<file path="src/rtl/las_pkg.sv">
// Shared types and constants for the local alignment score block.
// No dependencies; every other file imports this package.
`timescale 1ns / 1ps

package las_pkg;

	localparam int MAX_QUERY_DEF = 64;

	localparam int BASE_W     = 2;
	localparam int SCORE_W    = 10;
	localparam int SUM_W      = 12;  // signed headroom for score + bonus or penalty
	localparam int MATCH_W    = 4;
	localparam int PEN_W      = 5;
	localparam int CFG_IDX_W  = 2;
	localparam int CFG_DATA_W = 5;

	localparam logic [SCORE_W-1:0] SCORE_MAX = '1;

	localparam logic [MATCH_W-1:0] MATCH_BONUS_RST    = 4'd3;
	localparam logic [PEN_W-1:0]   MISMATCH_SCORE_RST = 5'b11101;  // -3
	localparam logic [PEN_W-1:0]   GAP_SCORE_RST      = 5'b11110;  // -2

	typedef enum logic [CFG_IDX_W-1:0] {
		REG_MATCH_BONUS    = 2'd0,
		REG_MISMATCH_SCORE = 2'd1,
		REG_GAP_SCORE      = 2'd2
	} cfg_reg_t;

	typedef struct packed {
		logic [MATCH_W-1:0] match_bonus;
		logic [PEN_W-1:0]   mismatch_score;  // two's complement
		logic [PEN_W-1:0]   gap_score;       // two's complement
	} cfg_t;

	// Wavefront token handed from one cell to the next.
	typedef struct packed {
		logic               valid;
		logic [BASE_W-1:0]  base;
		logic               last;
		logic [SCORE_W-1:0] h;     // new score of the sending cell
		logic [SCORE_W-1:0] diag;  // old score of the sending cell
		logic [SCORE_W-1:0] best;  // running max along the column
	} wave_t;

endpackage

</file>
<file path="src/rtl/las_cell.sv">
// One systolic cell: holds one query base and its column score, scores the
// passing subject base. Depends on las_pkg.
`timescale 1ns / 1ps

module las_cell import las_pkg::*; (
	input  logic              clk,
	input  logic              arst_n,
	input  logic              adv,
	input  logic              clr,
	input  logic              load_en,
	input  logic [BASE_W-1:0] load_base,
	input  logic              active,
	input  cfg_t              cfg,
	input  wave_t             prev,
	output wave_t             next
);

	logic [BASE_W-1:0]  qbase_q;
	logic [SCORE_W-1:0] score_q;
	wave_t              next_q;

	logic signed [SUM_W-1:0] sub_s, gap_s, c_diag, c_up, c_left, m0, m1, m2;
	logic [SCORE_W-1:0]      h, best_n;

	always_comb begin
		if (qbase_q == prev.base) begin
			sub_s = $signed({{(SUM_W-MATCH_W){1'b0}}, cfg.match_bonus});
		end else begin
			sub_s = $signed({{(SUM_W-PEN_W){cfg.mismatch_score[PEN_W-1]}}, cfg.mismatch_score});
		end
		gap_s  = $signed({{(SUM_W-PEN_W){cfg.gap_score[PEN_W-1]}}, cfg.gap_score});
		c_diag = $signed({{(SUM_W-SCORE_W){1'b0}}, prev.diag}) + sub_s;
		c_up   = $signed({{(SUM_W-SCORE_W){1'b0}}, prev.h}) + gap_s;
		c_left = $signed({{(SUM_W-SCORE_W){1'b0}}, score_q}) + gap_s;
		m0 = (c_diag > 0) ? c_diag : '0;
		m1 = (c_up > m0) ? c_up : m0;
		m2 = (c_left > m1) ? c_left : m1;
		// saturate at the top of the score range
		if (m2 > $signed({{(SUM_W-SCORE_W){1'b0}}, SCORE_MAX})) begin
			h = SCORE_MAX;
		end else begin
			h = m2[SCORE_W-1:0];
		end
		best_n = (active && h > prev.best) ? h : prev.best;
	end

	always_ff @(posedge clk) begin
		if (load_en) begin
			qbase_q <= load_base;
		end
	end

	always_ff @(posedge clk or negedge arst_n) begin
		if (!arst_n) begin
			score_q <= '0;
			next_q  <= '0;
		end else begin
			if (clr) begin
				score_q <= '0;
			end else if (adv && prev.valid && active) begin
				// the last subject base leaves a clean column behind it
				score_q <= prev.last ? '0 : h;
			end
			if (adv) begin
				next_q.valid <= prev.valid;
				next_q.base  <= prev.base;
				next_q.last  <= prev.last;
				next_q.h     <= active ? h : '0;
				next_q.diag  <= score_q;
				next_q.best  <= best_n;
			end
		end
	end

	assign next = next_q;

endmodule
</file>
<file path="config.mk">
export PLATFORM = sky130hd
export DESIGN_NAME = las_cell
export DESIGN_NICKNAME = d
export VERILOG_FILES = /design/src/rtl/las_pkg.sv /design/src/rtl/las_cell.sv
export SDC_FILE = /design/constraint.sdc
export NUM_CORES = 1
export LEC_CHECK = 0
export BUFFER_PORTS_ARGS = -buffer_cell sky130_fd_sc_hd__buf_2
export CAP_MARGIN = 20
export CORE_AREA = 2 2 94 96
export CTS_CLUSTER_SIZE = 10
export DETAILED_ROUTE_END_ITERATION = 12
export DIE_AREA = 0 0 96 98
export GPL_TIMING_DRIVEN = 0
export PLACE_DENSITY = 0.86
export SYNTH_ARGS = -nofsm -noshare
export SYNTH_HDL_FRONTEND = slang
export SYNTH_SLANG_ARGS = --single-unit
</file>
<file path="constraint.sdc">
create_clock -name clk -period 9.8 [get_ports clk]
set_clock_uncertainty 0.1 [all_clocks]
set_input_delay 0.98 -clock clk [delete_from_list [all_inputs] [get_ports clk]]
set_output_delay 0.98 -clock clk [all_outputs]
set_load 0.02 [all_outputs]
</file>
After elaboration in Yosys (flattened, before gate mapping):

Index checks and enable logic that the tools add are counted.

* output and inout bits: 34
* flip-flop bits (word level): 46

* magnitude comparators: 5
* add/sub/neg operators: 3
* reductions and logical operators: 4
* equality and inequality tests: 1
* mux-type cells: 10

Operators by type and width (count)
* 2-to-1 mux 10 bit: 6
* 2-to-1 mux 12 bit: 4
* adder 11 x 5 -> 12 bit: 2
* > comparator 12 bit: 2
* adder 11 x 12 -> 12 bit: 1
* > comparator 12 x 1 -> 1 bit (second input constant): 1
* > comparator 12 x 11 -> 1 bit (second input constant): 1
* > comparator 10 bit: 1
* logical AND 1 bit: 3
* == test 2 bit: 1
* nonzero test 2 bit: 1

Depth between registers and ports, before layout:

* depth in word-level cells: 14
* mapped depth: 40
* gate-level depth less buffers: 38

Worst setup path before layout:

Ideal clock, no wire load.

* path kind: input to register
* start point: input port prev[31] in the netlist's numbering
* end point: register next_q, in the netlist next[6]
* setup slack: 1.517 ns
* data required time: 9.582 ns
* stages: 36
* buffers on the path: 2
* setup time: 0.118 ns
* data arrival time: 8.065 ns
* cell sequence: xnor2_1 nand2_1 mux2_2 ha_1 inv_1 fa_1 nor2b_1 o22ai_1 or4_1 a21oi_1 inv_1 ha_1 a21oi_1 inv_1 o41a_1 a221oi_1 or2_2 ha_1 o21a_1 o21ai_0 o211ai_1 o21ai_0 clkbuf_1 nand3_1 o22ai_1 inv_1 ha_1 a21o_1 a21o_1 a21o_1 a2111oi_0 or3_1 or2_2 buf_1 inv_1 a21o_1

* cells in the longest elaborated chain, start to end: 14

Ends and longest elaborated chain
* start: declaration: RTL line las_cell.sv:14 `input wave_t prev,`
* == test 2 bit (*): RTL line las_cell.sv:26 `if (qbase_q == prev.base) begin`
* 2-to-1 mux 12 bit (*): RTL line las_cell.sv:26
* adder 11 x 12 -> 12 bit (*): RTL line las_cell.sv:32 `c_diag = $signed({{(SUM_W-SCORE_W){1'b0}}, prev.diag}) + sub_s;`
* > comparator 12 x 1 -> 1 bit: RTL line las_cell.sv:35 `m0 = (c_diag > 0) ? c_diag : '0;`
* 2-to-1 mux 12 bit (*): RTL line las_cell.sv:35
* > comparator 12 bit: RTL line las_cell.sv:36 `m1 = (c_up > m0) ? c_up : m0;`
* 2-to-1 mux 12 bit (*): RTL line las_cell.sv:36
* > comparator 12 bit: RTL line las_cell.sv:37 `m2 = (c_left > m1) ? c_left : m1;`
* 2-to-1 mux 12 bit (*): RTL line las_cell.sv:37
* > comparator 12 x 11 -> 1 bit: RTL line las_cell.sv:39 `if (m2 > $signed({{(SUM_W-SCORE_W){1'b0}}, SCORE_MAX})) begin`
* 2-to-1 mux 10 bit (*): RTL line las_cell.sv:39
* > comparator 10 bit: RTL line las_cell.sv:44 `best_n = (active && h > prev.best) ? h : prev.best;`
* logical AND 1 bit: RTL line las_cell.sv:44
* 2-to-1 mux 10 bit (*): RTL line las_cell.sv:44
* end: declaration: RTL line las_cell.sv:20 `wave_t next_q;`

Every way passes the cells marked *; elsewhere a longest branch is shown, timed or not.
A chain may end at the register's enable or synchronous reset.

Worst setup path in the final report:

* start point: input port prev[31] in the netlist's numbering
* end point: register next_q, in the netlist next[4]

The elaborated chain is that of the path after synthesis.

==> reports/qor.csv <==
metric,value,unit
Die Y,98,µm
"flops & latches, synth",46,
fin util,61.38,%
Antenna Violating Nets Remaining,0,
Nets,718,
fraction of layout cells with a size suffix above 1,24.29,%
hold crit path type,flip-flop to flip-flop,
slowest stage cell on the critical path,or4_1,
synth warn,0,
Least-Margin Pin Slew,0.9653,ns
number of core rows,34,
syn_area_per_cell,8.840,µm²
largest net degree at the start of global routing,45,
dpl hpwl,9.826,mm
min Tclk post-route,9.179,ns
PwrDens,156.6,nW/µm²
I/O Buffers,88,
Synth Flop Type,dfrtp_1,
required time of the critical path,9.91,ns
clock-pin slew on the worst setup and hold paths,0.09,ns
"most used cell, CP",ha_1,
final global-route overflow total,0,
Post-CTS Hold Fix Bufs,0,
CTS buffer count,5,
P_leak,2.618,nW
antenna cells,0,
full die area,9408,µm²
Mapped Nets,622,
drt total wl,12.29,mm
CP bufs+invs,6,
Post-Synthesis Cells,504,
drt first pass iters,4,
All-Layer GR Usage,26.10,%
cell area after placement,5031,µm²
TNS Setup,0,ns
Top Family by Delay on Critical Path,compound AO/OA/AOI/OAI gates,
max-cap check violation count,0,
Core Box Area,8466,µm²
post-route cell area,5196,µm²
wire per inst,17.33,µm
Root Driver,clkbuf_8,
crit path max fanout,10,
CTS tree,built,
Netlist Area Pre-Place,4456,µm²
Worst EP arrival,9.29,ns
Slew Limit Fails,0,
number of flops mapped to enable cells by yosys,2,
vias per inst,6.190,
Max Buffers Root-to-Sink,2,
Setup Viol. Count Final,0,
chip width,96,µm
max incr delay on CP,0.52,ns
Startpoint Class,input port,
P&R area growth vs syn,16.62,%
initial antenna violation count,0,
worst setup path category,input port to flip-flop,
Max-slew headroom,35.65,%
htree depth,2,
f_max,0.1089,GHz
final hold vios,0,
vias in the first global route,4356,
DR DRC count,0,
"Clk Latency, worst-skew pair",0.30,ns
GP Congestion,0.9605,
first-pass GRT wire length,19.87,mm
RSZ-0062 raised after global routing,false,
asr flop ratio synth,95.65,%
Sink Count,46,
sequential-to-total area share from yosys stat,26.06,%
IO Pins,90,
Synth cell types,66,
CP endpoint kind,flip-flop,
status,"complete, no violations",
worst vdd ir,0.1500,mV
Via Count,4389,
initial core utilization,52.63,%
period utilization,93.66,%
initial DRC count,225,
-- cells by family after synthesis --
logic type,after synthesis,synth area share (%)
compound gates,148,23.36
mux,26,6.515
flops,46,26.06
fa+ha+maj,62,17.92
xor+xnor,25,4.914
other cells,1,0.08417
simple gates,133,15.73
buf+inv,63,5.420
-- cell usage after synthesis, drive strengths merged, types with 3 or more instances --
cell / instances / area, µm²
xnor2: 19 / 166.4
a31oi: 5 / 31.28
and2: 5 / 31.28
nor2: 33 / 128.9
o21a: 7 / 52.55
o211ai: 3 / 22.52
a2111oi: 7 / 86.34
nor4: 8 / 56.30
a21oi: 32 / 175.2
or2: 4 / 25.03
o31ai: 3 / 22.52
mux2: 24 / 270.3
ha: 59 / 738.2
a211oi: 8 / 65.06
and3: 12 / 75.07
nor3: 8 / 40.04
xor2: 6 / 52.55
nand2: 21 / 78.83
o22ai: 5 / 31.28
o21ai: 33 / 165.2
o2bb2ai: 10 / 87.58
clkbuf: 9 / 33.78
buf: 3 / 16.26
fa: 3 / 60.06
nand4: 7 / 43.79
a21o: 17 / 127.6
nand3: 14 / 70.07
inv: 51 / 191.4
nor3b: 4 / 30.03
nor2b: 6 / 37.54
or3: 3 / 18.77
dfrtp: 44 / 1101
-- worst register-to-register path: cells and delay by family, from the launching register on --
| family | cells | cell delay (ns) |
|---|---|---|
| compound gates | 16 | 3.34 |
| simple gates | 9 | 2.04 |
| fa+ha+maj | 5 | 1.49 |
| buf+inv | 5 | 0.77 |
| flops | 1 | 0.39 |
| xor+xnor | 1 | 0.28 |
| mux | 1 | 0.27 |
-- per-stage QoR --
| stage | total power, mW | instances | hold slack, ns | worst slack [ns] |
|---|---|---|---|---|
| after floorplan | 0.5357 | 504 | 0.3699 | 1.517 |
| after CTS | 0.7914 | 708 | 0.3959 | 0.03620 |
| after detailed placement | 0.6667 | 700 | 0.3681 | -0.2548 |
| final | 0.8139 | 709 | 0.3914 | 0.6213 |
| after global routing | 0.8704 | 709 | 0.4178 | 0.02056 |
| after global placement | 0.6468 | 700 | 0.3670 | 0.02175 |
-- cells in the final DEF (no fill, tap or decap), drive strengths merged, types with 17 or more instances in the layout --
master  instances
a21o           17
a21oi          32
buf            92
dfrtp          44
ha             59
inv            52
mux2           24
nand2          21
nor2           33
o21ai          33
xnor2          19
-- power by group --
part	internal [mW]	switching [mW]	total, mW
registers	0.216	0.0146	0.230
clock network	0.0515	0.0682	0.120
logic	0.184	0.280	0.464
total	0.451	0.363	0.814
-- repair_timing --
item                       4_1_cts  5_1_grt
gates resized for setup          0       14
setup buffers                    0        2
setup endpoints to repair        0       10
-- per-layer routing --
metal / vias up / part of all wire, % / track usage (%)
met4: 0 / 4.3 / 11.65
met3: 49 / 6.9 / 3.472
met5: - / 0 / 0
met1: 2105 / 41 / 32.20
met2: 185 / 48 / 44.66
li1: 2050 / - / -
-- worst paths after layout --
| check | startpoint | to | slack, ns | cells after the start |
|---|---|---|---|---|
| max | prev[31] | next[4] | 0.62 | 38 |
| min | next[25] | next[25] | 0.39 | 1 |
| max reg2reg | qbase_q[0] | next[4] | 1.03 | 37 |
| min reg2reg | next[25] | next[25] | 0.39 | 1 |
| max in group asynchronous | arst_n | next[31] | 8.28 | 1 |
| min in group asynchronous | arst_n | score_q[7] | 0.73 | 1 |
-- state kept, by name (all words and copies together) (netlist names) --
register	flops
next	34
score_q	10
qbase_q	2
-- cell type report --
class	count	area (µm²)
clock inverter	3	25.02
sequential	46	1161
multi-input combinational	395	3110
timing repair buffer	90	455.4
clock buffer	5	68.82
tap	108	135.1
inverter	51	191.4
buffer	11	48.80
fill	723	3269
Note: power is estimated with default switching activity, not from simulation.
